**config.mk**
```make
export PLATFORM = sky130hd
export DESIGN_NAME = road_segment_projector
export DESIGN_NICKNAME = d
export VERILOG_FILES = /design/src/rtl/rsp_pkg.sv /design/src/rtl/road_segment_projector.sv /design/src/rtl/rsp_arith.sv
export SDC_FILE = /design/constraint.sdc
export NUM_CORES = 2
export LEC_CHECK = 0
export ABC_AREA = 1
export BUFFER_PORTS_ARGS = -buffer_cell sky130_fd_sc_hd__buf_2
export CORE_AREA = 2 2 417 419
export CTS_CLUSTER_SIZE = 30
export DETAILED_ROUTE_END_ITERATION = 8
export DIE_AREA = 0 0 419 421
export GPL_TIMING_DRIVEN = 0
export PLACE_DENSITY_LB_ADDON = 0.1
export SYNTH_ARGS = -nofsm -noshare
export SYNTH_HDL_FRONTEND = slang
export SYNTH_HIERARCHICAL = 1
export SYNTH_SLANG_ARGS = --single-unit
export TNS_END_PERCENT = 1
```
**constraint.sdc**
```tcl
create_clock -name clk -period 11.3 [get_ports clk]
set_input_delay 1.13 -clock clk [delete_from_list [all_inputs] [get_ports clk]]
set_output_delay 1.13 -clock clk [all_outputs]
set_load 0.1 [all_outputs]
```
**src/rtl/rsp_pkg.sv**
```systemverilog
// Shared types and constants for the road segment projector.
// Used by rsp_arith and road_segment_projector; depends on nothing.
package rsp_pkg;

    // Fraction bits of the perspective scale (Q format of depth_scale).
    localparam int SCALE_FRAC_BITS = 24;

    // Field widths fixed by the interface.
    localparam int SCALE_W    = 24;
    localparam int SW_W       = 13;
    localparam int SH_W       = 13;
    localparam int RW_W       = 16;
    localparam int CDEPTH_W   = 18;
    localparam int CFG_DATA_W = 18;
    localparam int CFG_IDX_W  = 2;

    // Shared arithmetic unit sizing.
    localparam int ACC_W    = 64;
    localparam int OPB_W    = 24;
    localparam int CNT_W    = 6;
    localparam int DIV_BITS = SCALE_FRAC_BITS + 2;

    // Configuration register indexes.
    localparam logic [CFG_IDX_W-1:0] CFG_SCREEN_WIDTH  = 2'd0;
    localparam logic [CFG_IDX_W-1:0] CFG_SCREEN_HEIGHT = 2'd1;
    localparam logic [CFG_IDX_W-1:0] CFG_ROAD_WIDTH    = 2'd2;
    localparam logic [CFG_IDX_W-1:0] CFG_CAMERA_DEPTH  = 2'd3;

    // Reset values of the configuration registers.
    localparam logic [SW_W-1:0]     SCREEN_WIDTH_RST  = 13'd1024;
    localparam logic [SH_W-1:0]     SCREEN_HEIGHT_RST = 13'd768;
    localparam logic [RW_W-1:0]     ROAD_WIDTH_RST    = 16'd2000;
    localparam logic [CDEPTH_W-1:0] CAMERA_DEPTH_RST  = 18'd55050;

    // Operations of the shared unit.
    typedef enum logic {
        OP_MUL,
        OP_DIV
    } arith_op_t;

    // Command from the sequencer to the shared unit.
    typedef struct packed {
        logic             start;
        arith_op_t        op;
        logic [ACC_W-1:0] a;
        logic [OPB_W-1:0] b;
        logic [CNT_W-1:0] nbits;
    } arith_cmd_t;

    // Status from the shared unit back to the sequencer.
    typedef struct packed {
        logic busy;
        logic done;
    } arith_stat_t;

endpackage

```
**src/rtl/road_segment_projector.sv**
```systemverilog
// Road segment projector: each item runs one restoring divide of SCALE_FRAC_BITS + 2 steps
// and six shift-add multiplies in the shared unit; a segment behind the camera skips them,
// and output stalls hold the block back. A new segment is taken only once the last result
// word has moved into the output register.
// Reset clears the curve accumulators, loads the horizon with 768 and restores
// the configuration registers to their defaults; no output word is pending after reset.
module road_segment_projector
    import rsp_pkg::*;
(
    input  logic                        clk,
    input  logic                        rst_n,
    // Configuration write port.
    input  logic                        cfg_write,
    input  logic [CFG_IDX_W-1:0]        cfg_index,
    input  logic [CFG_DATA_W-1:0]       cfg_data,
    // Segment input channel.
    input  logic                        in_valid,
    output logic                        in_stall,
    input  logic                        frame_start,
    input  logic signed [23:0]          player_x,
    input  logic signed [15:0]          camera_height,
    input  logic signed [23:0]          camera_z,
    input  logic signed [15:0]          center_x,
    input  logic signed [15:0]          center_y,
    input  logic [22:0]                 center_z,
    input  logic signed [9:0]           bend,
    // Projection output channel.
    output logic                        out_valid,
    input  logic                        out_stall,
    output logic signed [15:0]          screen_x,
    output logic signed [15:0]          screen_y,
    output logic [15:0]                 road_half_width,
    output logic [SCALE_W-1:0]          depth_scale,
    output logic signed [15:0]          clip_line,
    output logic                        visible,
    output logic                        behind_camera
);

    typedef enum logic [3:0] {
        S_IDLE,
        S_DIV,
        S_MX,
        S_NX,
        S_MY,
        S_NY,
        S_MW,
        S_NW,
        S_DONE
    } state_t;

    localparam logic signed [40:0] DXQ_LIM = {2'b00, {39{1'b1}}};

    state_t state_reg, state_next;

    // Configuration registers.
    logic [SW_W-1:0]      screen_width_reg, screen_width_next;
    logic [SH_W-1:0]      screen_height_reg, screen_height_next;
    logic [RW_W-1:0]      road_width_reg, road_width_next;
    logic [CDEPTH_W-1:0]  camera_depth_reg, camera_depth_next;

    // Running state across segments.
    logic [39:0]          curve_offset_reg, curve_offset_next;
    logic [31:0]          curve_rate_reg, curve_rate_next;
    logic signed [15:0]   horizon_reg, horizon_next;

    // Per-segment working registers.
    logic signed [39:0]   dxq_reg, dxq_next;
    logic signed [16:0]   dy_reg, dy_next;
    logic signed [15:0]   work_sx_reg, work_sx_next;
    logic signed [15:0]   work_sy_reg, work_sy_next;
    logic [15:0]          work_half_reg, work_half_next;
    logic [SCALE_W-1:0]   work_scale_reg, work_scale_next;
    logic signed [15:0]   work_clip_reg, work_clip_next;
    logic                 work_vis_reg, work_vis_next;
    logic                 work_behind_reg, work_behind_next;

    // Output word registers.
    logic                 out_valid_reg, out_valid_next;
    logic signed [15:0]   screen_x_reg, screen_x_next;
    logic signed [15:0]   screen_y_reg, screen_y_next;
    logic [15:0]          half_reg, half_next;
    logic [SCALE_W-1:0]   scale_reg, scale_next;
    logic signed [15:0]   clip_reg, clip_next;
    logic                 vis_reg, vis_next;
    logic                 behind_reg, behind_next;

    // Shared unit interface.
    arith_cmd_t              arith_cmd;
    arith_stat_t             arith_stat;
    logic signed [ACC_W-1:0] arith_res;

    // Input-side combinational values.
    logic                 in_accept;
    logic [39:0]          off_eff;
    logic [31:0]          rate_eff;
    logic signed [15:0]   hor_eff;
    logic signed [24:0]   dz;
    logic                 behind_in;
    logic signed [24:0]   lat;
    logic signed [40:0]   dxq_raw;
    logic signed [39:0]   dxq_sat;
    logic signed [16:0]   dy_in;

    // Result-side combinational values.
    logic [SCALE_W-1:0]      scale_sat;
    logic signed [ACC_W-1:0] tx_plus;
    logic signed [ACC_W-1:0] ty_minus;
    logic signed [ACC_W-1:0] pix_shift;
    logic signed [15:0]      pix_sat;
    logic [ACC_W-1:0]        half_shift;
    logic [15:0]             half_sat;
    logic                    out_free;

    function automatic logic signed [15:0] sat16(input logic signed [ACC_W-1:0] v);
        if (v > 64'sd32767)
            return 16'sd32767;
        else if (v < -64'sd32768)
            return 16'sh8000;
        else
            return v[15:0];
    endfunction

    rsp_arith u_arith (
        .clk    (clk),
        .rst_n  (rst_n),
        .cmd    (arith_cmd),
        .stat   (arith_stat),
        .result (arith_res)
    );

    assign in_stall  = (state_reg != S_IDLE);
    assign in_accept = in_valid && !in_stall;
    assign out_free  = !out_valid_reg || !out_stall;

    // A frame start clears the accumulators and reloads the horizon before this segment.
    assign off_eff  = frame_start ? 40'd0 : curve_offset_reg;
    assign rate_eff = frame_start ? 32'd0 : curve_rate_reg;
    assign hor_eff  = frame_start ? $signed({3'b000, screen_height_reg}) : horizon_reg;

    // Depth ahead of the camera; zero or negative means behind it.
    assign dz        = $signed({2'b00, center_z}) - $signed({camera_z[23], camera_z});
    assign behind_in = dz[24] || (dz == 25'sd0);

    // Lateral distance in Q8 including the curve offset, clamped symmetrically.
    assign lat     = $signed({{9{center_x[15]}}, center_x}) - $signed({player_x[23], player_x});
    assign dxq_raw = $signed({{8{lat[24]}}, lat, 8'h00}) + $signed({off_eff[39], off_eff});
    always_comb
    begin
        if (dxq_raw > DXQ_LIM)
            dxq_sat = DXQ_LIM[39:0];
        else if (dxq_raw < -DXQ_LIM)
            dxq_sat = 40'(-DXQ_LIM);
        else
            dxq_sat = dxq_raw[39:0];
    end

    assign dy_in = $signed({center_y[15], center_y}) - $signed({camera_height[15], camera_height});

    // Post-processing of the shared unit's result for each step.
    assign scale_sat  = (|arith_res[ACC_W-1:SCALE_W]) ? {SCALE_W{1'b1}}
                                                      : arith_res[SCALE_W-1:0];
    assign tx_plus    = (arith_res >>> SCALE_FRAC_BITS) + 64'sd256;
    assign ty_minus   = 64'sd256 - (arith_res >>> (SCALE_FRAC_BITS - 8));
    assign pix_shift  = arith_res >>> 9;
    assign pix_sat    = sat16(pix_shift);
    assign half_shift = $unsigned(arith_res) >> (SCALE_FRAC_BITS + 1);
    assign half_sat   = (|half_shift[ACC_W-1:16]) ? 16'hFFFF : half_shift[15:0];

    // Sequencer: issues each step to the shared unit and collects its result.
    always_comb
    begin
        state_next         = state_reg;
        screen_width_next  = screen_width_reg;
        screen_height_next = screen_height_reg;
        road_width_next    = road_width_reg;
        camera_depth_next  = camera_depth_reg;
        curve_offset_next  = curve_offset_reg;
        curve_rate_next    = curve_rate_reg;
        horizon_next       = horizon_reg;
        dxq_next           = dxq_reg;
        dy_next            = dy_reg;
        work_sx_next       = work_sx_reg;
        work_sy_next       = work_sy_reg;
        work_half_next     = work_half_reg;
        work_scale_next    = work_scale_reg;
        work_clip_next     = work_clip_reg;
        work_vis_next      = work_vis_reg;
        work_behind_next   = work_behind_reg;
        out_valid_next     = out_valid_reg && out_stall;
        screen_x_next      = screen_x_reg;
        screen_y_next      = screen_y_reg;
        half_next          = half_reg;
        scale_next         = scale_reg;
        clip_next          = clip_reg;
        vis_next           = vis_reg;
        behind_next        = behind_reg;
        arith_cmd          = '0;
        arith_cmd.op       = OP_MUL;

        // Configuration writes.
        if (cfg_write)
        begin
            case (cfg_index)
                CFG_SCREEN_WIDTH:  screen_width_next  = cfg_data[SW_W-1:0];
                CFG_SCREEN_HEIGHT: screen_height_next = cfg_data[SH_W-1:0];
                CFG_ROAD_WIDTH:    road_width_next    = cfg_data[RW_W-1:0];
                CFG_CAMERA_DEPTH:  camera_depth_next  = cfg_data[CDEPTH_W-1:0];
                default:           ;
            endcase
        end

        case (state_reg)
            S_IDLE:
            begin
                if (in_accept)
                begin
                    // Accumulators advance once per segment, visible or not.
                    curve_offset_next = off_eff + {{8{rate_eff[31]}}, rate_eff};
                    curve_rate_next   = rate_eff + {{22{bend[9]}}, bend};
                    horizon_next      = hor_eff;
                    work_clip_next    = hor_eff;
                    dxq_next          = dxq_sat;
                    dy_next           = dy_in;
                    work_behind_next  = behind_in;
                    work_vis_next     = 1'b0;
                    if (behind_in)
                    begin
                        work_sx_next    = '0;
                        work_sy_next    = '0;
                        work_half_next  = '0;
                        work_scale_next = '0;
                        state_next      = S_DONE;
                    end
                    else
                    begin
                        // Scale = camera_depth * 2^(frac-16) / depth, numerator left-aligned.
                        arith_cmd.start = 1'b1;
                        arith_cmd.op    = OP_DIV;
                        arith_cmd.a     = {camera_depth_reg, {(ACC_W-CDEPTH_W){1'b0}}};
                        arith_cmd.b     = dz[OPB_W-1:0];
                        arith_cmd.nbits = CNT_W'(DIV_BITS);
                        state_next      = S_DIV;
                    end
                end
            end
            S_DIV:
            begin
                if (arith_stat.done)
                begin
                    work_scale_next = scale_sat;
                    arith_cmd.start = 1'b1;
                    arith_cmd.a     = {{(ACC_W-40){dxq_reg[39]}}, dxq_reg};
                    arith_cmd.b     = scale_sat;
                    arith_cmd.nbits = CNT_W'(SCALE_W);
                    state_next      = S_MX;
                end
            end
            S_MX:
            begin
                if (arith_stat.done)
                begin
                    arith_cmd.start = 1'b1;
                    arith_cmd.a     = tx_plus;
                    arith_cmd.b     = {{(OPB_W-SW_W){1'b0}}, screen_width_reg};
                    arith_cmd.nbits = CNT_W'(SW_W);
                    state_next      = S_NX;
                end
            end
            S_NX:
            begin
                if (arith_stat.done)
                begin
                    work_sx_next    = pix_sat;
                    arith_cmd.start = 1'b1;
                    arith_cmd.a     = {{(ACC_W-17){dy_reg[16]}}, dy_reg};
                    arith_cmd.b     = work_scale_reg;
                    arith_cmd.nbits = CNT_W'(SCALE_W);
                    state_next      = S_MY;
                end
            end
            S_MY:
            begin
                if (arith_stat.done)
                begin
                    arith_cmd.start = 1'b1;
                    arith_cmd.a     = ty_minus;
                    arith_cmd.b     = {{(OPB_W-SH_W){1'b0}}, screen_height_reg};
                    arith_cmd.nbits = CNT_W'(SH_W);
                    state_next      = S_NY;
                end
            end
            S_NY:
            begin
                if (arith_stat.done)
                begin
                    // A segment above the current horizon is drawn and lowers the horizon.
                    work_sy_next = pix_sat;
                    if (pix_sat < horizon_reg)
                    begin
                        work_vis_next = 1'b1;
                        horizon_next  = pix_sat;
                    end
                    arith_cmd.start = 1'b1;
                    arith_cmd.a     = {{(ACC_W-SCALE_W){1'b0}}, work_scale_reg};
                    arith_cmd.b     = {{(OPB_W-RW_W){1'b0}}, road_width_reg};
                    arith_cmd.nbits = CNT_W'(RW_W);
                    state_next      = S_MW;
                end
            end
            S_MW:
            begin
                if (arith_stat.done)
                begin
                    arith_cmd.start = 1'b1;
                    arith_cmd.a     = arith_res;
                    arith_cmd.b     = {{(OPB_W-SW_W){1'b0}}, screen_width_reg};
                    arith_cmd.nbits = CNT_W'(SW_W);
                    state_next      = S_NW;
                end
            end
            S_NW:
            begin
                if (arith_stat.done)
                begin
                    work_half_next = half_sat;
                    state_next     = S_DONE;
                end
            end
            S_DONE:
            begin
                // Hand the word to the output register once it is free.
                if (out_free)
                begin
                    out_valid_next = 1'b1;
                    screen_x_next  = work_sx_reg;
                    screen_y_next  = work_sy_reg;
                    half_next      = work_half_reg;
                    scale_next     = work_scale_reg;
                    clip_next      = work_clip_reg;
                    vis_next       = work_vis_reg;
                    behind_next    = work_behind_reg;
                    state_next     = S_IDLE;
                end
            end
            default:
            begin
                state_next = S_IDLE;
            end
        endcase
    end

    always_ff @(posedge clk or negedge rst_n)
    begin
        if (!rst_n)
        begin
            state_reg         <= S_IDLE;
            screen_width_reg  <= SCREEN_WIDTH_RST;
            screen_height_reg <= SCREEN_HEIGHT_RST;
            road_width_reg    <= ROAD_WIDTH_RST;
            camera_depth_reg  <= CAMERA_DEPTH_RST;
            curve_offset_reg  <= '0;
            curve_rate_reg    <= '0;
            horizon_reg       <= $signed({3'b000, SCREEN_HEIGHT_RST});
            dxq_reg           <= '0;
            dy_reg            <= '0;
            work_sx_reg       <= '0;
            work_sy_reg       <= '0;
            work_half_reg     <= '0;
            work_scale_reg    <= '0;
            work_clip_reg     <= '0;
            work_vis_reg      <= 1'b0;
            work_behind_reg   <= 1'b0;
            out_valid_reg     <= 1'b0;
            screen_x_reg      <= '0;
            screen_y_reg      <= '0;
            half_reg          <= '0;
            scale_reg         <= '0;
            clip_reg          <= '0;
            vis_reg           <= 1'b0;
            behind_reg        <= 1'b0;
        end
        else
        begin
            state_reg         <= state_next;
            screen_width_reg  <= screen_width_next;
            screen_height_reg <= screen_height_next;
            road_width_reg    <= road_width_next;
            camera_depth_reg  <= camera_depth_next;
            curve_offset_reg  <= curve_offset_next;
            curve_rate_reg    <= curve_rate_next;
            horizon_reg       <= horizon_next;
            dxq_reg           <= dxq_next;
            dy_reg            <= dy_next;
            work_sx_reg       <= work_sx_next;
            work_sy_reg       <= work_sy_next;
            work_half_reg     <= work_half_next;
            work_scale_reg    <= work_scale_next;
            work_clip_reg     <= work_clip_next;
            work_vis_reg      <= work_vis_next;
            work_behind_reg   <= work_behind_next;
            out_valid_reg     <= out_valid_next;
            screen_x_reg      <= screen_x_next;
            screen_y_reg      <= screen_y_next;
            half_reg          <= half_next;
            scale_reg         <= scale_next;
            clip_reg          <= clip_next;
            vis_reg           <= vis_next;
            behind_reg        <= behind_next;
        end
    end

    // Output word.
    assign out_valid       = out_valid_reg;
    assign screen_x        = screen_x_reg;
    assign screen_y        = screen_y_reg;
    assign road_half_width = half_reg;
    assign depth_scale     = scale_reg;
    assign clip_line       = clip_reg;
    assign visible         = vis_reg;
    assign behind_camera   = behind_reg;

    // The shared unit only finishes a step while the sequencer waits on it.
    a_done_in_step: assert property (@(posedge clk) disable iff (!rst_n)
        arith_stat.done |-> (state_reg != S_IDLE && state_reg != S_DONE))
        else $error("shared unit finished outside a compute step");

    // A new command never lands on a unit that is still iterating.
    a_no_overlap: assert property (@(posedge clk) disable iff (!rst_n)
        arith_cmd.start |-> !arith_stat.busy)
        else $error("shared unit started while busy");

    // A segment behind the camera carries no projection and is never drawn.
    a_behind_zero: assert property (@(posedge clk) disable iff (!rst_n)
        (out_valid && behind_camera) |->
            (screen_x == 16'sd0 && screen_y == 16'sd0 && depth_scale == '0 && !visible))
        else $error("segment behind camera has a projection");

    // A visible segment lies strictly above the horizon it was tested against.
    a_visible_above: assert property (@(posedge clk) disable iff (!rst_n)
        (out_valid && visible) |-> (screen_y < clip_line))
        else $error("visible segment not above clip line");

endmodule

```
**src/rtl/rsp_arith.sv**
```systemverilog
// Shared iterative arithmetic unit: shift-add multiply and restoring divide.
// One 64-bit adder serves both; depends on rsp_pkg.
module rsp_arith
    import rsp_pkg::*;
(
    input  logic                    clk,
    input  logic                    rst_n,
    input  arith_cmd_t              cmd,
    output arith_stat_t             stat,
    output logic signed [ACC_W-1:0] result
);

    arith_op_t        op_reg, op_next;
    logic [ACC_W-1:0] acc_reg, acc_next;
    logic [ACC_W-1:0] mcand_reg, mcand_next;
    logic [OPB_W-1:0] mplier_reg, mplier_next;
    logic [CNT_W-1:0] cnt_reg, cnt_next;
    logic             busy_reg, busy_next;
    logic             done_reg, done_next;

    logic [ACC_W-1:0] add_x;
    logic [ACC_W-1:0] add_y;
    logic [ACC_W-1:0] add_sum;
    logic             is_div;
    logic             neg;

    // The one adder. A divide step subtracts the divisor from the shifted remainder.
    assign is_div  = (op_reg == OP_DIV);
    assign add_x   = is_div ? {acc_reg[ACC_W-2:0], mcand_reg[ACC_W-1]} : acc_reg;
    assign add_y   = is_div ? ~{{(ACC_W-OPB_W){1'b0}}, mplier_reg} : mcand_reg;
    assign add_sum = add_x + add_y + {{(ACC_W-1){1'b0}}, is_div};
    assign neg     = add_sum[ACC_W-1];

    // Step control: one multiplier bit or one quotient bit per cycle.
    always_comb
    begin
        op_next     = op_reg;
        acc_next    = acc_reg;
        mcand_next  = mcand_reg;
        mplier_next = mplier_reg;
        cnt_next    = cnt_reg;
        busy_next   = busy_reg;
        done_next   = 1'b0;
        if (cmd.start)
        begin
            op_next     = cmd.op;
            acc_next    = '0;
            mcand_next  = cmd.a;
            mplier_next = cmd.b;
            cnt_next    = cmd.nbits;
            busy_next   = 1'b1;
        end
        else if (busy_reg)
        begin
            if (is_div)
            begin
                acc_next   = neg ? add_x : add_sum;
                mcand_next = {mcand_reg[ACC_W-2:0], ~neg};
            end
            else
            begin
                acc_next    = mplier_reg[0] ? add_sum : acc_reg;
                mcand_next  = {mcand_reg[ACC_W-2:0], 1'b0};
                mplier_next = {1'b0, mplier_reg[OPB_W-1:1]};
            end
            cnt_next = cnt_reg - 1'b1;
            if (cnt_reg == {{(CNT_W-1){1'b0}}, 1'b1})
            begin
                busy_next = 1'b0;
                done_next = 1'b1;
            end
        end
    end

    always_ff @(posedge clk or negedge rst_n)
    begin
        if (!rst_n)
        begin
            op_reg     <= OP_MUL;
            acc_reg    <= '0;
            mcand_reg  <= '0;
            mplier_reg <= '0;
            cnt_reg    <= '0;
            busy_reg   <= 1'b0;
            done_reg   <= 1'b0;
        end
        else
        begin
            op_reg     <= op_next;
            acc_reg    <= acc_next;
            mcand_reg  <= mcand_next;
            mplier_reg <= mplier_next;
            cnt_reg    <= cnt_next;
            busy_reg   <= busy_next;
            done_reg   <= done_next;
        end
    end

    // After a divide the quotient has shifted fully into the low bits.
    assign result    = is_div ? $signed(mcand_reg) : $signed(acc_reg);
    assign stat.busy = busy_reg;
    assign stat.done = done_reg;

endmodule

```
Yosys cells after proc, flatten, opt, wreduce, memory -nomap -nowiden:

Index checks and enable logic that the tools add are counted.

* register bits: 551
* input bits: 155

* bitwise operators: 2
* $add $sub $neg: 11
* equal/unequal tests: 24
* $lt $le $gt $ge: 5
* multiplexer cells: 75
* reduce and logical (&&, ||, !) cells: 34

Operator list (number)
* 94-bit case mux with 7 select lines: 1
* 64-bit 2-to-1 mux: 10
* 94-bit 2-to-1 mux: 5
* 96-bit 2-to-1 mux: 2
* 16-bit 2-to-1 mux: 11
* 24-bit 2-to-1 mux: 7
* 16-bit case mux with 2 select lines: 4
* 40-bit 2-to-1 mux: 3
* 64-bit by 1-bit adder with 64-bit output: 1
* 64-bit adder: 1
* 24-bit NOT with 64-bit output: 1
* 55-bit by 16-bit greater-than comparator with 1-bit output, second input constant: 1
* 55-bit by 16-bit < comparator with 1-bit output, second input constant: 1
* 54-bit 2-to-1 mux: 1
* 10-bit by 48-bit subtractor with 49-bit output, first input constant: 1
* 24-bit case mux with 2 select lines: 1
* 33-bit by 40-bit adder with 41-bit output: 1
* 40-bit by 10-bit adder with 41-bit output, second input constant: 1
* 41-bit by 40-bit greater-than comparator with 1-bit output, second input constant: 1
* 41-bit by 40-bit < comparator with 1-bit output, second input constant: 1
* 40-bit adder: 1
* 4-bit 2-to-1 mux: 10
* 40-bit OR reduction: 1
* 4-bit case mux with 9 select lines: 1
* other kinds (34): 83

Depth between registers and ports, before layout:

* depth after elaboration: 8
* mapped depth: 35
* depth with buffers taken out: 33

By module:

Netlist, hierarchy kept.

By module, submodules not included
* road_segment_projector: times used 1, sequential area each 9783.1 um^2, area each 30375.4 um^2, cells an instance 4400
* rsp_arith: times used 1, sequential area each 4028.9 um^2, area each 14131.1 um^2, cells an instance 2231

Worst setup path after synthesis:

No wires, ideal clock.

* path type: input to register
* start point: in center_x[0]
* end point: reg dxq_reg[20]
* library setup time: 0.133 ns
* slack: 5.903 ns
* required time: 11.167 ns
* data arrival time: 5.264 ns
* stages on the path: 32
* path through: inv_1 ha_1 fa_1 nand3b_1 nor2_1 nor2_1 inv_1 a21oi_1 nor3_1 nor2_1 o21ai_0 nand2_1 nand3_1 xor2_1 ha_1 a21oi_1 o21ai_0 a21o_1 nor2_1 nand2_1 nand2_1 nand2_1 nor2_1 nand2_1 o21bai_1 nand2_1 nor2_1 nand3_2 buf_6 buf_6 nand2_1 a21oi_1

* longest elaborated chain between the ends: 5

Ends and longest elaborated chain
* start, declared: line road_segment_projector.sv:23 `input logic signed [15:0] center_x,`
* 16-bit by 24-bit subtractor with 25-bit output *: line road_segment_projector.sv:145 `assign lat = $signed({{9{center_x[15]}}, center_x}) - $signed({player_x[23], player_x});`
* 33-bit by 40-bit adder with 41-bit output *: line road_segment_projector.sv:146 `assign dxq_raw = $signed({{8{lat[24]}}, lat, 8'h00}) + $signed({off_eff[39], off_eff});`
* 41-bit by 40-bit < comparator with 1-bit output: line road_segment_projector.sv:151 `else if (dxq_raw < -DXQ_LIM)`
* 40-bit 2-to-1 mux: line road_segment_projector.sv:151
* 40-bit 2-to-1 mux *: line road_segment_projector.sv:149 `if (dxq_raw > DXQ_LIM)`
* end signal, assigned: line road_segment_projector.sv:392 `dxq_reg <= dxq_next;`
* end, declared: line road_segment_projector.sv:67 `logic signed [39:0] dxq_reg, dxq_next;`

Every way passes the cells marked *; elsewhere a longest branch is shown, timed or not.
A chain may end at the register's enable or synchronous reset.

Worst setup path after layout:

* start point: reg u_arith.op_reg (netlist: u_arith/is_div)
* end point: reg horizon_reg[10]

* longest elaborated chain between the ends: 7

Ends and longest elaborated chain
* start, declared: line rsp_arith.sv:13 `arith_op_t op_reg, op_next;`
* start signal, assigned: line rsp_arith.sv:89 `op_reg <= op_next;`
* 64-bit 2-to-1 mux *: line rsp_arith.sv:100 `assign result = is_div ? $signed(mcand_reg) : $signed(acc_reg);`
* named net arith_res[58]: line road_segment_projector.sv:90 `logic signed [ACC_W-1:0] arith_res;`
* 55-bit by 16-bit < comparator with 1-bit output: line road_segment_projector.sv:117 `else if (v < -64'sd32768)`
* 16-bit 2-to-1 mux: line road_segment_projector.sv:117
* 16-bit 2-to-1 mux *: line road_segment_projector.sv:115 `if (v > 64'sd32767)`
* 16-bit < comparator or 16-bit 2-to-1 mux (tied branches): line road_segment_projector.sv:298 `if (pix_sat < horizon_reg)`
* 2-bit inequality test (no source line) or 16-bit 2-to-1 mux (tied branches)
* 4-bit AND reduction (no source line) or 16-bit case mux with 2 select lines (tied branches)
* end signal, assigned: line road_segment_projector.sv:363 `horizon_reg <= $signed({3'b000, SCREEN_HEIGHT_RST});`
* end signal, assigned: line road_segment_projector.sv:391 `horizon_reg <= horizon_next;`
* end, declared: line road_segment_projector.sv:64 `logic signed [15:0] horizon_reg, horizon_next;`

The timed path passes the listed nets; every way through them passes the cells marked *. The select of a mux whose other input is x is not followed.

==> run summary <==
filler-free cell count of the finished design: 9,361
worst slew pin tran: 1.548 ns
synthesized instance count: 6,630
Initial Util: 25.80%
DR pass1 iterations: 6
Pleak: 0.02575 uW
post-layout net count: 7,386
CP Data Arrival Time: 8.58 ns
via count: 46,320
vias in the first global route: 46,040
Max-Cap Viols: 2
worst skew pair latency: 0.70 ns
Logic pwr share: 60.8%
DIE AREA: 0.1764 sq mm
CP max FO: 10
sequential group share of total power: 22.3%
maximum vdd drop: 0.1991 mV
CTS Buf Count: 76
PostCTS Resize Cnt: 0
Setup WS pre-CTS: 3.414 ns
Final Hold Fails: 0
setup violators final: 0
met3 usage: 2.507%
Routed Wire Length: 220,000 um
Inst Count DP: 9,217
CTS tree: built
chip width: 419 um
gr ovfl total: 0
height of the die: 421 um
failing checks: capacitance limit, slew limit
first-pass GRT wire length: 318,000 um
row count: 153
hold-fix buffers at CTS: 0
clock-pin transition on the worst setup and hold timing paths: 0.06 ns
Setup CP Type: reg2reg
Clock Tree Root: clkbuf_16
met1 usage: 31.56%
# H-tree levels: 3
Crit. End Element: flop
maximum clock rate: 125.0 MHz
Detail Route Antenna Nets: 0
largest net degree at the start of global routing: 106
clock power share: 16.9%
GRT Overall Usage: 24.47%
vias per cell: 4.948
Hold Crit Class: in2async
Worst Path Required: 11.88 ns
DRT iter0 DRCs: 3,643
setup TNS: 0 ns
Period Utilization, post-route: 70.79%
worst clock skew: 0.02987 ns
RePlAce Congestion: 0.9800
final worst slack: 3.301 ns
Synth Net Count: 7,046
PortBufs: 245
Clock Tree Buf Depth: 3
RSZ-0062 raised after global routing: no
Post-Syn Area: 0.04450 sq mm
status: finished, violations left
GR Util met2: 41.91%
DRC violation count after routing: 0
dpl hpwl: 183,100 um
Avg Cell Area, Syn: 6.712 sq um
IO Pins: 247
Sw Share: 55.52%
initial antenna violation count: 7
Startpoint Class: flop
Tmin final: 7.999 ns
Post-CTS Setup Inserts: 0
Warnings, synthesis: 6
Final Slew Violations: 8
Core Box Area: 0.1725 sq mm
Synth-to-Final Area Change: 15.62%
busiest grt layer: met2
pwr/cell area: 288.6 mW/mm^2
internal power: 6606 uW
CTS Sinks: 551
Util after Layout: 29.83%
Hold WS: 0.4179 ns
WL/cell: 23.50 um
P_sw: 8244 uW
Slew Limit Headroom: -4.268%
share of cells above drive strength 1: 9.775%
## power groups by stage
| stage | logic (uW) | registers [uW] | clock network (uW) |
|---|---|---|---|
| after floorplan | 5180 | 3760 | 0 |
| after global placement | 8900 | 3320 | 0 |
| after detailed placement | 8930 | 3330 | 0 |
| after CTS | 8980 | 3300 | 2580 |
| after global routing | 9870 | 3370 | 2650 |
| final | 9020 | 3310 | 2510 |
## metrics by stage
stage	area (sq um)	total power, uW
final	51450	14850
after CTS	51430	14850
after global placement	48630	12220
after detailed placement	48900	12250
after global routing	51430	15880
after floorplan	44500	8941
## critical path, cell delays in order (launching register included)
cell and delay [ns]:
dfrtp_1 0.45, inv_2 0.25, clkbuf_1 0.60, buf_2 0.38, clkbuf_1 0.56, clkbuf_1 0.60
nand2_1 0.27, o21ai_0 0.58, nand2_1 0.26, nor2_1 0.20, nand3b_1 0.22, nor2_1 0.22
nand3_1 0.10, nand2_1 0.23, inv_1 0.14, clkbuf_1 0.20, o21ai_0 0.76, ha_1 0.39
a21oi_1 0.15, nor2_1 0.05, a211oi_1 0.24, o221a_2 0.27, nand3_2 0.09, nand3_4 0.18
nand2_4 0.12, buf_6 0.20, nand2_1 0.06, nand2_1 0.05
## placed cells by master (no fill, tap or decap), drive strengths merged, types with 9 or more instances in the layout
cell and instances:
a221oi 48, nor3 66, nand4 52, dfstp 19, o21a 9, o21bai 41
inv 964, or2 63, mux2 56, o21ai 647, a21o 21, dfrtp 532
a31oi 24, o31ai 10, o2111ai 10, nand2 1841, ha 253, o22ai 12
buf 338, nand3b 21, xnor2 69, a21oi 364, clkbuf 267, nor4 17
nor2 560, o211ai 58, clkinv 18, nand3 431, o221ai 80, xor2 76
## area by class of cell
type	instances	area, sq um
inverter	959	3600
buffer	239	1094
fill	19480	121000
clock buffer	104	2167
antenna	8	20.02
tap	2325	2909
multi-input combinational	4881	25990
timing repair buffer	262	1495
sequential	551	13810
clock inverter	32	361.6
## metal layers
layer | up-vias | share of wire (%)
li1 | 22470 | -
met1 | 22300 | 44
met2 | 1236 | 48
met3 | 317 | 4.2
met4 | 0 | 4.3
met5 | - | 0
## final timing paths
kind                                 startpoint                  end  slack, ns  cells past startpoint
worst max-delay path             u_arith/is_div      horizon_reg[10]       3.30                     27
worst min-delay path                      rst_n   curve_rate_reg[19]       0.42                      1
worst max register to register   u_arith/is_div      horizon_reg[10]       3.30                     27
worst min register to register  work_sx_reg[15]      work_sx_reg[15]       0.47                      2
max in group asynchronous                 rst_n  u_arith/acc_reg[35]       9.11                      4
min in group clk                work_sx_reg[15]      work_sx_reg[15]       0.47                      2
Power figures use the tool's default switching activity.
